$ cat config.mk
export PLATFORM = sky130hd
export DESIGN_NAME = bitmap_first_fit_allocator
export DESIGN_NICKNAME = d
export VERILOG_FILES = /design/src/rtl/bffa_pkg.sv /design/src/rtl/bffa_byte_check.sv /design/src/rtl/bitmap_first_fit_allocator.sv
export SDC_FILE = /design/constraint.sdc
export NUM_CORES = 1
export LEC_CHECK = 0
export BUFFER_PORTS_ARGS = -buffer_cell sky130_fd_sc_hd__buf_4
export CORE_MARGIN = 2
export CORE_UTILIZATION = 45
export CTS_CLUSTER_DIAMETER = 50
export DETAILED_ROUTE_END_ITERATION = 6
export SLEW_MARGIN = 20
export SYNTH_ARGS = -nofsm -noshare
export SYNTH_HDL_FRONTEND = slang
export SYNTH_SLANG_ARGS = --single-unit
$ cat constraint.sdc
create_clock -name aclk -period 10.6 [get_ports aclk]
set_input_delay 0.53 -clock aclk [delete_from_list [all_inputs] [get_ports aclk]]
set_output_delay 0.53 -clock aclk [all_outputs]
set_load 0.01 [all_outputs]
$ cat src/rtl/bffa_pkg.sv
package bffa_pkg;

    localparam int NUM_W = 11;
    localparam int OP_W  = 2;
    localparam int CFG_INDEX_W = 2;

    // request codes
    localparam logic [OP_W-1:0] OP_TEST  = 2'd0;
    localparam logic [OP_W-1:0] OP_SET   = 2'd1;
    localparam logic [OP_W-1:0] OP_CLEAR = 2'd2;
    localparam logic [OP_W-1:0] OP_ALLOC = 2'd3;

    // configuration register indexes
    localparam logic [CFG_INDEX_W-1:0] CFG_SCAN_START    = 2'd0;
    localparam logic [CFG_INDEX_W-1:0] CFG_SCAN_END      = 2'd1;
    localparam logic [CFG_INDEX_W-1:0] CFG_NUMBER_OFFSET = 2'd2;

    localparam logic [NUM_W-1:0] SCAN_START_RESET = 11'd1;
    localparam logic [NUM_W-1:0] SCAN_END_RESET   = 11'd1024;

    typedef struct packed {
        logic [OP_W-1:0]  op;
        logic [NUM_W-1:0] number;
    } req_t;

    typedef struct packed {
        logic             in_use;
        logic             success;
        logic [NUM_W-1:0] allocated_number;
    } rsp_t;

    // outcome of checking one bitmap byte
    typedef struct packed {
        logic       found;
        logic [2:0] bit_pos;
        logic [7:0] set_data;
    } chk_t;

endpackage

$ cat src/rtl/bffa_byte_check.sv
module bffa_byte_check #(
    parameter int ADDR_W = 7
) (
    input  logic [7:0]        byte_data,
    input  logic [ADDR_W-1:0] byte_addr,
    input  logic [ADDR_W+2:0] lo_idx,
    input  logic [ADDR_W+2:0] last_idx,
    output bffa_pkg::chk_t    chk
);

    logic [7:0] lo_mask;
    logic [7:0] hi_mask;
    logic [7:0] free_bits;

    always_comb begin
        // trim bits below the window start and above the window end
        lo_mask = (byte_addr == lo_idx[ADDR_W+2:3]) ? (8'hFF << lo_idx[2:0]) : 8'hFF;
        hi_mask = (byte_addr == last_idx[ADDR_W+2:3]) ?
                  (8'hFF >> (3'd7 - last_idx[2:0])) : 8'hFF;
        free_bits = ~byte_data & lo_mask & hi_mask;
    end

    always_comb begin
        chk.found   = 1'b0;
        chk.bit_pos = 3'd0;
        // lowest free bit wins
        for (int b = 7; b >= 0; b--) begin
            if (free_bits[b]) begin
                chk.found   = 1'b1;
                chk.bit_pos = 3'(b);
            end
        end
        chk.set_data = byte_data | (8'b1 << chk.bit_pos);
    end

endmodule

$ cat src/rtl/bitmap_first_fit_allocator.sv
// First-fit bitmap allocator.
// Requests arrive on s_valid/s_ready/s_data (op, number); one result per
// request leaves on m_valid/m_ready/m_data (in_use, success, allocated_number).
// Registers scan_start, scan_end and number_offset are written on the
// cfg_valid/cfg_ready/cfg_index/cfg_data port, which is always ready.
// Test, set and clear are accepted with the byte read, then the
// read-modify-write step loads the result register. Allocate is accepted
// with the read of the first window byte, then scans one bitmap byte per
// cycle while the output register is free; an empty scan window fails
// without a read. The bitmap memory has one read and one write port.
// s_ready is high only while the sequencer is idle, so one request is in
// work at a time; a finished result sits in the output register while the
// next request is accepted.
// If the receiver stalls, a test, set or clear holds at its read-modify-write
// step and a scan pauses on its current byte until the output register frees
// up; no further request is accepted meanwhile.
// After reset a clearing pass zeroes the bitmap byte by byte;
// s_ready stays low meanwhile, configuration writes are taken as usual.
module bitmap_first_fit_allocator #(
    parameter int NUM_BITS = 1024
) (
    input  logic                                 aclk,
    input  logic                                 aresetn,
    input  logic                                 s_valid,
    output logic                                 s_ready,
    input  bffa_pkg::req_t                       s_data,
    output logic                                 m_valid,
    input  logic                                 m_ready,
    output bffa_pkg::rsp_t                       m_data,
    input  logic                                 cfg_valid,
    output logic                                 cfg_ready,
    input  logic [bffa_pkg::CFG_INDEX_W-1:0]     cfg_index,
    input  logic [bffa_pkg::NUM_W-1:0]           cfg_data
);

    localparam int MAP_BYTES = (NUM_BITS + 7) / 8;
    localparam int ADDR_W    = (MAP_BYTES > 1) ? $clog2(MAP_BYTES) : 1;
    localparam int IDX_W     = ADDR_W + 3;
    localparam logic [ADDR_W-1:0] LAST_ADDR = ADDR_W'(MAP_BYTES - 1);

    typedef enum logic [3:0] {
        ST_CLEAR = 4'b0001,
        ST_IDLE  = 4'b0010,
        ST_RMW   = 4'b0100,
        ST_SCAN  = 4'b1000
    } state_t;

    state_t state_reg, state_next;

    logic [bffa_pkg::NUM_W-1:0] scan_start_reg;
    logic [bffa_pkg::NUM_W-1:0] scan_end_reg;
    logic                       offset_reg;

    logic [7:0] mem [MAP_BYTES];
    logic [7:0] rd_data_reg;
    logic              rd_en;
    logic [ADDR_W-1:0] rd_addr;
    logic              wr_en;
    logic [ADDR_W-1:0] wr_addr;
    logic [7:0]        wr_data;

    logic [bffa_pkg::OP_W-1:0] op_reg, op_next;
    logic                      mapped_reg, mapped_next;
    logic [2:0]                bit_pos_reg, bit_pos_next;
    logic [ADDR_W-1:0]         addr_reg, addr_next;
    logic [IDX_W-1:0]          lo_reg, lo_next;
    logic [IDX_W-1:0]          last_reg, last_next;
    logic                      empty_reg, empty_next;
    logic [ADDR_W-1:0]         clr_addr_reg, clr_addr_next;

    bffa_pkg::rsp_t out_reg, out_next;
    logic           m_valid_reg, m_valid_next;
    logic           out_load;
    logic           out_free;

    logic [31:0] num32, off32, idx32;
    logic [31:0] start32, end32, lo32, hi_raw32, hi32, last32;
    logic        mapped;
    logic        window_empty;

    bffa_pkg::chk_t chk;

    bffa_byte_check #(
        .ADDR_W (ADDR_W)
    ) u_check (
        .byte_data (rd_data_reg),
        .byte_addr (addr_reg),
        .lo_idx    (lo_reg),
        .last_idx  (last_reg),
        .chk       (chk)
    );

    // number to bit index, and the allocate window in bit indexes
    always_comb begin
        num32   = 32'(s_data.number);
        off32   = 32'(offset_reg);
        idx32   = num32 - off32;
        mapped  = (num32 >= off32) && (idx32 < 32'(NUM_BITS));
        start32 = 32'(scan_start_reg);
        end32   = 32'(scan_end_reg);
        lo32     = (start32 >= off32) ? (start32 - off32) : 32'd0;
        hi_raw32 = (end32 >= off32) ? (end32 - off32) : 32'd0;
        hi32     = (hi_raw32 > 32'(NUM_BITS)) ? 32'(NUM_BITS) : hi_raw32;
        window_empty = (lo32 >= hi32);
        last32  = hi32 - 32'd1;
    end

    assign s_ready   = (state_reg == ST_IDLE);
    assign cfg_ready = 1'b1;
    assign out_free  = !m_valid_reg || m_ready;

    always_comb begin
        state_next    = state_reg;
        op_next       = op_reg;
        mapped_next   = mapped_reg;
        bit_pos_next  = bit_pos_reg;
        addr_next     = addr_reg;
        lo_next       = lo_reg;
        last_next     = last_reg;
        empty_next    = empty_reg;
        clr_addr_next = clr_addr_reg;
        rd_en         = 1'b0;
        rd_addr       = addr_reg;
        wr_en         = 1'b0;
        wr_addr       = addr_reg;
        wr_data       = rd_data_reg;
        out_load      = 1'b0;
        out_next      = out_reg;

        unique case (state_reg)
            ST_CLEAR: begin
                wr_en   = 1'b1;
                wr_addr = clr_addr_reg;
                wr_data = 8'h00;
                if (clr_addr_reg == LAST_ADDR) begin
                    state_next = ST_IDLE;
                end else begin
                    clr_addr_next = clr_addr_reg + 1'b1;
                end
            end
            ST_IDLE: begin
                if (s_valid) begin
                    op_next = s_data.op;
                    if (s_data.op == bffa_pkg::OP_ALLOC) begin
                        lo_next    = lo32[IDX_W-1:0];
                        last_next  = last32[IDX_W-1:0];
                        empty_next = window_empty;
                        addr_next  = lo32[IDX_W-1:3];
                        rd_en      = !window_empty;
                        rd_addr    = lo32[IDX_W-1:3];
                        state_next = ST_SCAN;
                    end else begin
                        mapped_next  = mapped;
                        bit_pos_next = idx32[2:0];
                        addr_next    = idx32[IDX_W-1:3];
                        rd_en        = mapped;
                        rd_addr      = idx32[IDX_W-1:3];
                        state_next   = ST_RMW;
                    end
                end
            end
            ST_RMW: begin
                if (out_free) begin
                    out_load                  = 1'b1;
                    out_next.in_use           = mapped_reg & rd_data_reg[bit_pos_reg];
                    out_next.success          = 1'b1;
                    out_next.allocated_number = '0;
                    wr_en   = mapped_reg && ((op_reg == bffa_pkg::OP_SET) ||
                                             (op_reg == bffa_pkg::OP_CLEAR));
                    wr_data = (op_reg == bffa_pkg::OP_SET) ?
                              (rd_data_reg | (8'b1 << bit_pos_reg)) :
                              (rd_data_reg & ~(8'b1 << bit_pos_reg));
                    state_next = ST_IDLE;
                end
            end
            ST_SCAN: begin
                if (out_free) begin
                    out_next.in_use           = 1'b0;
                    out_next.success          = 1'b0;
                    out_next.allocated_number = '0;
                    if (empty_reg) begin
                        out_load   = 1'b1;
                        state_next = ST_IDLE;
                    end else if (chk.found) begin
                        out_load                  = 1'b1;
                        out_next.success          = 1'b1;
                        out_next.allocated_number = bffa_pkg::NUM_W'(
                            32'({addr_reg, chk.bit_pos}) + off32);
                        wr_en      = 1'b1;
                        wr_data    = chk.set_data;
                        state_next = ST_IDLE;
                    end else if (addr_reg == last_reg[IDX_W-1:3]) begin
                        out_load   = 1'b1;
                        state_next = ST_IDLE;
                    end else begin
                        // fetch the next byte while this one is dropped
                        addr_next = addr_reg + 1'b1;
                        rd_en     = 1'b1;
                        rd_addr   = addr_reg + 1'b1;
                    end
                end
            end
            default: begin
                state_next = ST_IDLE;
            end
        endcase

        if (out_load) begin
            m_valid_next = 1'b1;
        end else if (m_ready) begin
            m_valid_next = 1'b0;
        end else begin
            m_valid_next = m_valid_reg;
        end
    end

    always_ff @(posedge aclk) begin
        if (wr_en) begin
            mem[wr_addr] <= wr_data;
        end
        if (rd_en) begin
            rd_data_reg <= mem[rd_addr];
        end
    end

    always_ff @(posedge aclk) begin
        if (!aresetn) begin
            state_reg      <= ST_CLEAR;
            clr_addr_reg   <= '0;
            m_valid_reg    <= 1'b0;
            scan_start_reg <= bffa_pkg::SCAN_START_RESET;
            scan_end_reg   <= bffa_pkg::SCAN_END_RESET;
            offset_reg     <= 1'b0;
        end else begin
            state_reg    <= state_next;
            clr_addr_reg <= clr_addr_next;
            m_valid_reg  <= m_valid_next;
            if (cfg_valid) begin
                unique case (cfg_index)
                    bffa_pkg::CFG_SCAN_START:    scan_start_reg <= cfg_data;
                    bffa_pkg::CFG_SCAN_END:      scan_end_reg   <= cfg_data;
                    bffa_pkg::CFG_NUMBER_OFFSET: offset_reg     <= cfg_data[0];
                    default: begin
                    end
                endcase
            end
        end
    end

    always_ff @(posedge aclk) begin
        op_reg      <= op_next;
        mapped_reg  <= mapped_next;
        bit_pos_reg <= bit_pos_next;
        addr_reg    <= addr_next;
        lo_reg      <= lo_next;
        last_reg    <= last_next;
        empty_reg   <= empty_next;
        out_reg     <= out_next;
    end

    assign m_valid = m_valid_reg;
    assign m_data  = out_reg;

`ifndef SYNTHESIS
    a_no_write_idle: assert property (@(posedge aclk) disable iff (!aresetn)
        wr_en |-> (state_reg != ST_IDLE))
        else $error("bitmap written while sequencer idle");

    a_rmw_follows: assert property (@(posedge aclk) disable iff (!aresetn)
        (s_valid && s_ready && (s_data.op != bffa_pkg::OP_ALLOC)) |=> (state_reg == ST_RMW))
        else $error("test/set/clear item did not enter read-modify-write");

    a_fail_zero: assert property (@(posedge aclk) disable iff (!aresetn)
        m_valid |-> (m_data.success || (m_data.allocated_number == '0)))
        else $error("failed allocate returned a number");

    a_in_use_plain: assert property (@(posedge aclk) disable iff (!aresetn)
        (m_valid && m_data.in_use) |-> (m_data.success && (m_data.allocated_number == '0)))
        else $error("in_use set on an allocate result");

    a_scan_bound: assert property (@(posedge aclk) disable iff (!aresetn)
        ((state_reg == ST_SCAN) && !empty_reg) |-> (addr_reg <= last_reg[IDX_W-1:3]))
        else $error("scan ran past the window end");
`endif

endmodule

==> metrics.txt, run 1 <==
status finished, final reports clean; drt first pass iters 6; commonest register cell after synthesis edfxtp_1; Vias 29775; Crit. End Element flop; Pwr Total 11700 uW; Num Clock Sinks ~1100; Tcrit/Tclk final 67.9%; number of flops mapped to enable cells by yosys 1072; pwr/cell area 222 mW/mm^2; Worst Reg-to-Reg Cells 17; share of cells above drive strength 1 a little over a tenth; WHS Path Cells 1; Synth area leader edfxtp_1; headroom to the max-slew limit a little over a quarter; Clk Latency, worst-skew pair between 0.7 and 0.8 ns; R2R Path End rd_data_reg[3]$_DFFE_PP_; TritonCTS buffer count between 100 and 150; drt wl/cell roughly 28 um; vias in the first global route 28881; DRT iter0 DRCs 3640; Synth async-reset ratio 0%; Leak 0.0187 uW; Layout Nets around 3400; DR DRC count 0; port buffer count between 40 and 50; total congestion overflow 0; Max Cap Violations 0; count of cell types in the netlist 95; vias per cell 6.18; number of antenna-violating nets in the routed design 0; Die Area between 0.1 and 0.15 mm^2; Die Y 327 um; CTS tree yes; Crit Path Max Fanout 66; row cnt 118; RSZ-0062 raised after global routing no; Post-Route WL ~130000 um; crit path from offset_reg$_SDFFE_PN0P_; area grow syn2layout 12.0%; core area 0.104 mm^2; Root Driver clkbuf_16; dpl hpwl 82700 um; CP Data Arrival Time about 7.6 ns; CP Class flop to flop; largest cells by area after synthesis edfxtp_1 (68%), mux2i_1 (4.6%), nand2_1 (2.8%); R2R Setup Slk roughly 3.4 ns; routability cong. slightly above 0.9; CTS Hold Bufs 1; H-tree depth 3; Top Ports 47; Setup Skew 0.0226 ns; Endpoint, Worst Hold op_reg[0]$_DFFE_PP_; Die Wd about 330 um; Post-CTS Resized 0; Period minus WS final 7.19 ns; fmax 139 MHz; Synth Register Bits 1114; CTS clock-pin slew for the worst setup and hold paths 0.06 ns; global-route wire length before repair 195000 um; initial core utilization 45.4%; Setup TNS 0 ns; initial antenna violation count 5; placed cell areas 0.0487 mm^2; Peak supply drop 0.163 mV; post-synthesis sequential area ratio between 70% and 80%; Worst-Margin Slew 1.10 ns; post-layout instance area 0.0527 mm^2; top cell type's share of synthesized area 68.4%; cell area after synthesis 0.0471 mm^2; Bufs on Longest Clock Path 3; CP required 11.02 ns; Hold Fails Final Rpt 0; largest net degree at the start of global routing 161; GRT Total Usage between 20% and 30%; setup violators final 0; Yosys warning count 0; Biggest register mem; Critical R2R Launch offset_reg$_SDFFE_PN0P_; Syn Area/Cell roughly 14 um^2; Worst Hold Class input port to flop; Hold Path Origin s_data[11]; max-slew violations 0; startpoint types flop; Post CTS Setup Buffer Count 0; max reg flops ~1000; Mapped Cells 3326
[worst max path at each step]
stage / depth (start not counted) / slack (ns) / end
2_1_floorplan: 11 / 3.17 / mem[0][6]$_DFFE_PP_
3_3_place_gp: 14 / 3.63 / rd_data_reg[6]$_DFFE_PP_
3_5_place_dp: 15 / 3.56 / rd_data_reg[3]$_DFFE_PP_
4_1_cts: 15 / 3.54 / rd_data_reg[3]$_DFFE_PP_
5_1_grt: 17 / 3.21 / rd_data_reg[2]$_DFFE_PP_
6_report: 17 / 3.41 / rd_data_reg[3]$_DFFE_PP_
[per-stage QoR]
stage               hold slack, ns  instances  util (%)  worst slack [ns]
global route                0.0197       4813      50.9              3.21
CTS                        0.00327       4812      50.8              3.54
floorplan                    0.443       3328         -              3.17
global placement             0.459       4588      47.0              3.63
detailed placement           0.473       4589      47.0              3.56
finish                      0.0423       4815      50.9              3.41
[layout make-up]
class / instances / area, um^2
Multi-Input combinational cell: 1953 / 13100
Timing Repair Buffer: 97 / 757
Fill cell: 8637 / 50900
Clock inverter: 79 / 877
Tap cell: 1380 / 1730
Clock buffer: 143 / 3070
Antenna cell: 2 / 5.00
Sequential cell: 1114 / 33000
Inverter: 47 / 186
[power by group]
group          internal [uW]  switching [uW]  leakage [uW]
clock network           2420            1740       0.00191
logic                    589            1840       0.00661
registers               5050            75.1        0.0102
[Yosys cell counts, types with 7 or more instances]
master,count
a311o_1,19
o21a_1,10
a2111o_1,14
or2_2,8
xnor2_1,23
o221ai_1,8
nand2b_1,17
or3_1,16
inv_1,41
buf_4,18
a21oi_1,95
a31oi_1,26
nand4_1,18
nand3_1,64
a221oi_1,11
xor2_1,24
o31ai_1,10
o22ai_1,79
nor3_1,21
a311oi_1,41
mux2_2,24
and2_1,9
o211ai_1,26
a211oi_1,146
clkbuf_1,102
nor2b_1,19
nor2_1,201
nor4_1,24
o2111ai_1,8
dfxtp_1,42
buf_2,84
o21ai_0,73
mux2i_1,214
a221o_1,10
o41ai_1,7
nand2_1,355
a2111oi_0,27
nand3b_1,12
and3_1,133
a21boi_0,19
ha_1,25
o22a_1,10
nor3b_1,7
edfxtp_1,1072
[cells by family after synthesis]
logic type	count (synthesis)	share of synthesized area [%]
xor+xnor	47	0.874
simple gates	936	9.64
fa+ha+maj	25	0.665
buf+inv	261	2.53
mux	241	5.27
compound gates	701	10.9
flops	1114	70.2
other cells	1	0.00797
[routing by layer]
layer	vias to the layer above	global-route usage [%]	routed length (um)
li1	13027	-	-
met1	15063	34.3	56300
met2	1421	38.2	60900
met3	264	4.72	11500
met4	0	8.59	4560
met5	-	0	0
[critical path, cell delays in order (launching register included)]
cell       delay [ns]
dfxtp_1          0.43
ha_1             0.23
ha_1             0.22
or4b_4           0.53
nor4_4           0.58
a21oi_1          0.21
a221oi_2         0.35
nand3_1          0.11
nor3_1           0.22
a211o_4          0.76
inv_2            0.50
buf_4            0.43
nand3_1          0.36
buf_4            0.50
o22ai_1          0.24
a311oi_1         0.74
o21ai_0          0.18
a2bb2oi_1        0.18
[cells in the final DEF (no fill, tap or decap), types with 26 or more instances in the layout]
cell / count
a311oi_1: 41
a21oi_1: 95
nor2_1: 199
nand3_1: 58
o22ai_1: 79
inv_1: 41
edfxtp_1: 1072
o211ai_1: 26
o21ai_0: 72
mux2i_1: 214
and3_1: 133
dfxtp_1: 42
a211oi_1: 146
clkbuf_16: 119
buf_4: 92
nand2_1: 355
Power figures use the tool's default switching activity.
==> run 2, diff against run 1 <==
ABC_AREA = 1   (was not set)
clock period = 7.4 ns   (was 10.6 ns; I/O delays follow)
==> run 2 against run 1 <==
Effect of this change:
- clock skew up 0.0074 ns
- die area is 8.9% higher
- flip-flop and latch count unchanged
- first-iteration DRC count up 7.1%
- final area is 9.0% higher
- global-route usage up 0.29 points
- non-clock buffer count up 27
- worst hold slack better by 0.040 ns
- count of clock-buffer cells in the layout rose by 26
- combinational power rose to 2.8 times the previous value
- synthesized cell count up 49%
- area after synthesis grew 9.0%
- largest power group unchanged
==> metrics.txt, run 2 <==
status finished, final reports clean; Post-CTS Resized 0; GRT Total Usage 24.8%; Tcrit/Tclk final 77.1%; Die Area 0.117 mm^2; Critical R2R Launch addr_reg[2]$_DFF_P_; Worst-Margin Slew 1.19 ns; max-slew violations 0; buffer and inverter count on the worst path 2; Die Wd 342 um; largest cells by area after synthesis edfxtp_1 (63%), nand3_1 (10%), nand2_1 (6.7%); drt first pass iters 6; R2R Setup Slk between 1.5 and 2 ns; WHS Path Cells 4; CP required 8.01 ns; RSZ-0062 raised after global routing no; Crit. End Element flop; Setup TNS 0 ns; number of diodes 0; worst path cell trace xnor2_1 -> nand2_1 -> nor2_2 -> nand3_1 -> nand3_1 -> nand2_1 -> nor2_4 -> nand2_2 -> nor2_2 -> nand3_2 -> nand3_2 -> nand2_8 -> nand2_8 -> clkinv_2 -> buf_4 -> nand2_1 -> nand3_1 -> nand3_1 -> nand3_1 -> nand3_1 -> nand3_1 -> nand2_1 -> nand2_1 -> nand2_1; Bufs on Longest Clock Path 3; cell family with most CP delay simple AND/OR/NAND/NOR gates; number of flops mapped to enable cells by yosys 1072; Post-Place Cells 6285; Peak supply drop 0.305 mV; CP Data Arrival Time 6.32 ns; Post CTS Setup Buffer Count 0; row cnt 123; port buffer count between 40 and 50; post-synthesis sequential area ratio 64.4%; pwr/cell area 359 mW/mm^2; total congestion overflow 0; Hold Path Origin m_ready; Leak ~0.023 uW; number of antenna-violating nets in the routed design 0; initial antenna violation count 0; Mapped Cells 4967; DR DRC count 0; area grow syn2layout 12.0%; max reg flops 1024; Vias ~36000; Biggest register mem; Yosys warning count 0; commonest register cell after synthesis edfxtp_1; Synth async-reset ratio 0%; vias per cell 5.52; dpl hpwl 83400 um; CTS Hold Bufs 24; Crit-path slowest cell clkinv_2; vias in the first global route ~34000; routability cong. 0.861; CP Class flop to flop; WHS approximately 0.082 ns; Die Y approximately 340 um; initial core utilization a little under half; largest net degree at the start of global routing 187; TritonCTS buffer count 134; core area 0.113 mm^2; Root Driver clkbuf_16; Slowest Stage Delay on Critical Path 0.75 ns; Post-synth top cells edfxtp_1 (1072), nand3_1 (1052), nand2_1 (911); most common cell after layout, fill and taps aside edfxtp_1; fmax 175 MHz; R2R Path End rd_data_reg[6]$_DFFE_PP_; Period minus WS final 5.71 ns; Syn Area/Cell 10.3 um^2; global-route wire length before repair 218000 um; Worst Reg-to-Reg Cells 24; Endpoint, Worst Hold m_valid$_SDFFE_PN0P_; H-tree depth 4; most frequent cell after synthesis edfxtp_1; Synth area leader edfxtp_1; Hold Fails Final Rpt 0; cell area after synthesis between 0.05 and 0.06 mm^2; Setup Skew between 0.02 and 0.03 ns; Post-Route WL 145000 um; CTS clock-pin slew for the worst setup and hold paths 0.05 ns; Layout Nets 5001; Worst Hold Class input port to flop; Num Clock Sinks approximately 1100; Synth Register Bits 1114; share of cells above drive strength 1 under 10%; startpoint types flop; headroom to the max-slew limit 20.4%; Max Cap Violations 0; setup violators final 0; DRT iter0 DRCs 3897; Crit Path Max Fanout 81; top cell type's share of synthesized area 62.7%; CTS tree yes; fin util 50.9%; Top Ports 47; Pwr Total 20600 uW; Non-Filler Instances between 6000 and 7000; drt wl/cell 22.2 um; Clk Latency, worst-skew pair 0.74 ns; most frequent cells in the layout edfxtp_1 (1072), nand3_1 (1045), nand2_1 (908), inv_1 (728), nand3b_1 (337); Crit path top cell by count nand3_1; count of cell types in the netlist 50
[run 2: worst register-to-register path, cell delays in order, from the launching register on]
cell	delay, ns
dfxtp_1	0.62
xnor2_1	0.18
nand2_1	0.08
nor2_2	0.28
nand3_1	0.14
nand3_1	0.15
nand2_1	0.11
nor2_4	0.15
nand2_2	0.08
nor2_2	0.12
nand3_2	0.11
nand3_2	0.14
nand2_8	0.31
nand2_8	0.62
clkinv_2	0.81
buf_4	0.64
nand2_1	0.15
nand3_1	0.07
nand3_1	0.12
nand3_1	0.08
nand3_1	0.17
nand3_1	0.18
nand2_1	0.15
nand2_1	0.07
nand2_1	0.06
[run 2: metrics by stage]
step	setup slack [ns]	area [um^2]
6_report	1.69	57400
5_1_grt	1.29	57400
3_3_place_gp	1.75	52800
2_1_floorplan	2.71	51300
4_1_cts	1.73	57400
3_5_place_dp	1.76	52800
[run 2: layout make-up]
cell class | count | area [um^2]
clock buffer | 169 | 3690
clock inverter | 65 | 689
inverter | 741 | 2790
multi-input combinational | 2830 | 14200
timing repair buffer | 124 | 1120
fill | 9957 | 55400
sequential | 1114 | 33000
tap | 1500 | 1880
[run 2: kinds of logic (layout without fill, tap and decap cells)]
logic type | after synthesis | count (layout) | share of synthesized area, %
AND/OR/NAND/NOR | 2604 | 2604 | 24.3
flip-flops | 1114 | 1114 | 64.4
buffers and inverters | 1025 | 1099 | 8.17
AO/OA/AOI/OAI | 158 | 158 | 1.80
XOR/XNOR | 40 | 40 | 0.683
adder cells (fa/ha/maj) | 25 | 25 | 0.610
other | 1 | 3 | 0.00731
[run 2: routing by layer]
metal	track usage, %	share of wire [%]	routed length [um]	vias to the layer above
li1	-	-	-	16760
met1	35.2	43	62600	17582
met2	38.4	46	66700	1470
met3	4.19	7.7	11100	275
met4	8.73	3.2	4640	0
met5	0	0	0	-
[run 2: power breakdown]
group	total [uW]	switching [uW]	internal, uW
Clock	6570	2600	3980
Combinational	6730	5010	1720
Sequential	7340	91.2	7250
Total	20600	7700	12900
[run 2: worst max path at each step]
stage | startpoint | endpoint | depth (start not counted)
after floorplan | offset_reg$_SDFFE_PN0P_ | rd_data_reg[0]$_DFFE_PP_ | 26
after global placement | addr_reg[2]$_DFF_P_ | rd_data_reg[5]$_DFFE_PP_ | 25
after detailed placement | addr_reg[2]$_DFF_P_ | rd_data_reg[5]$_DFFE_PP_ | 25
after CTS | addr_reg[2]$_DFF_P_ | rd_data_reg[5]$_DFFE_PP_ | 25
after global routing | addr_reg[2]$_DFF_P_ | rd_data_reg[5]$_DFFE_PP_ | 25
final | addr_reg[2]$_DFF_P_ | rd_data_reg[6]$_DFFE_PP_ | 24
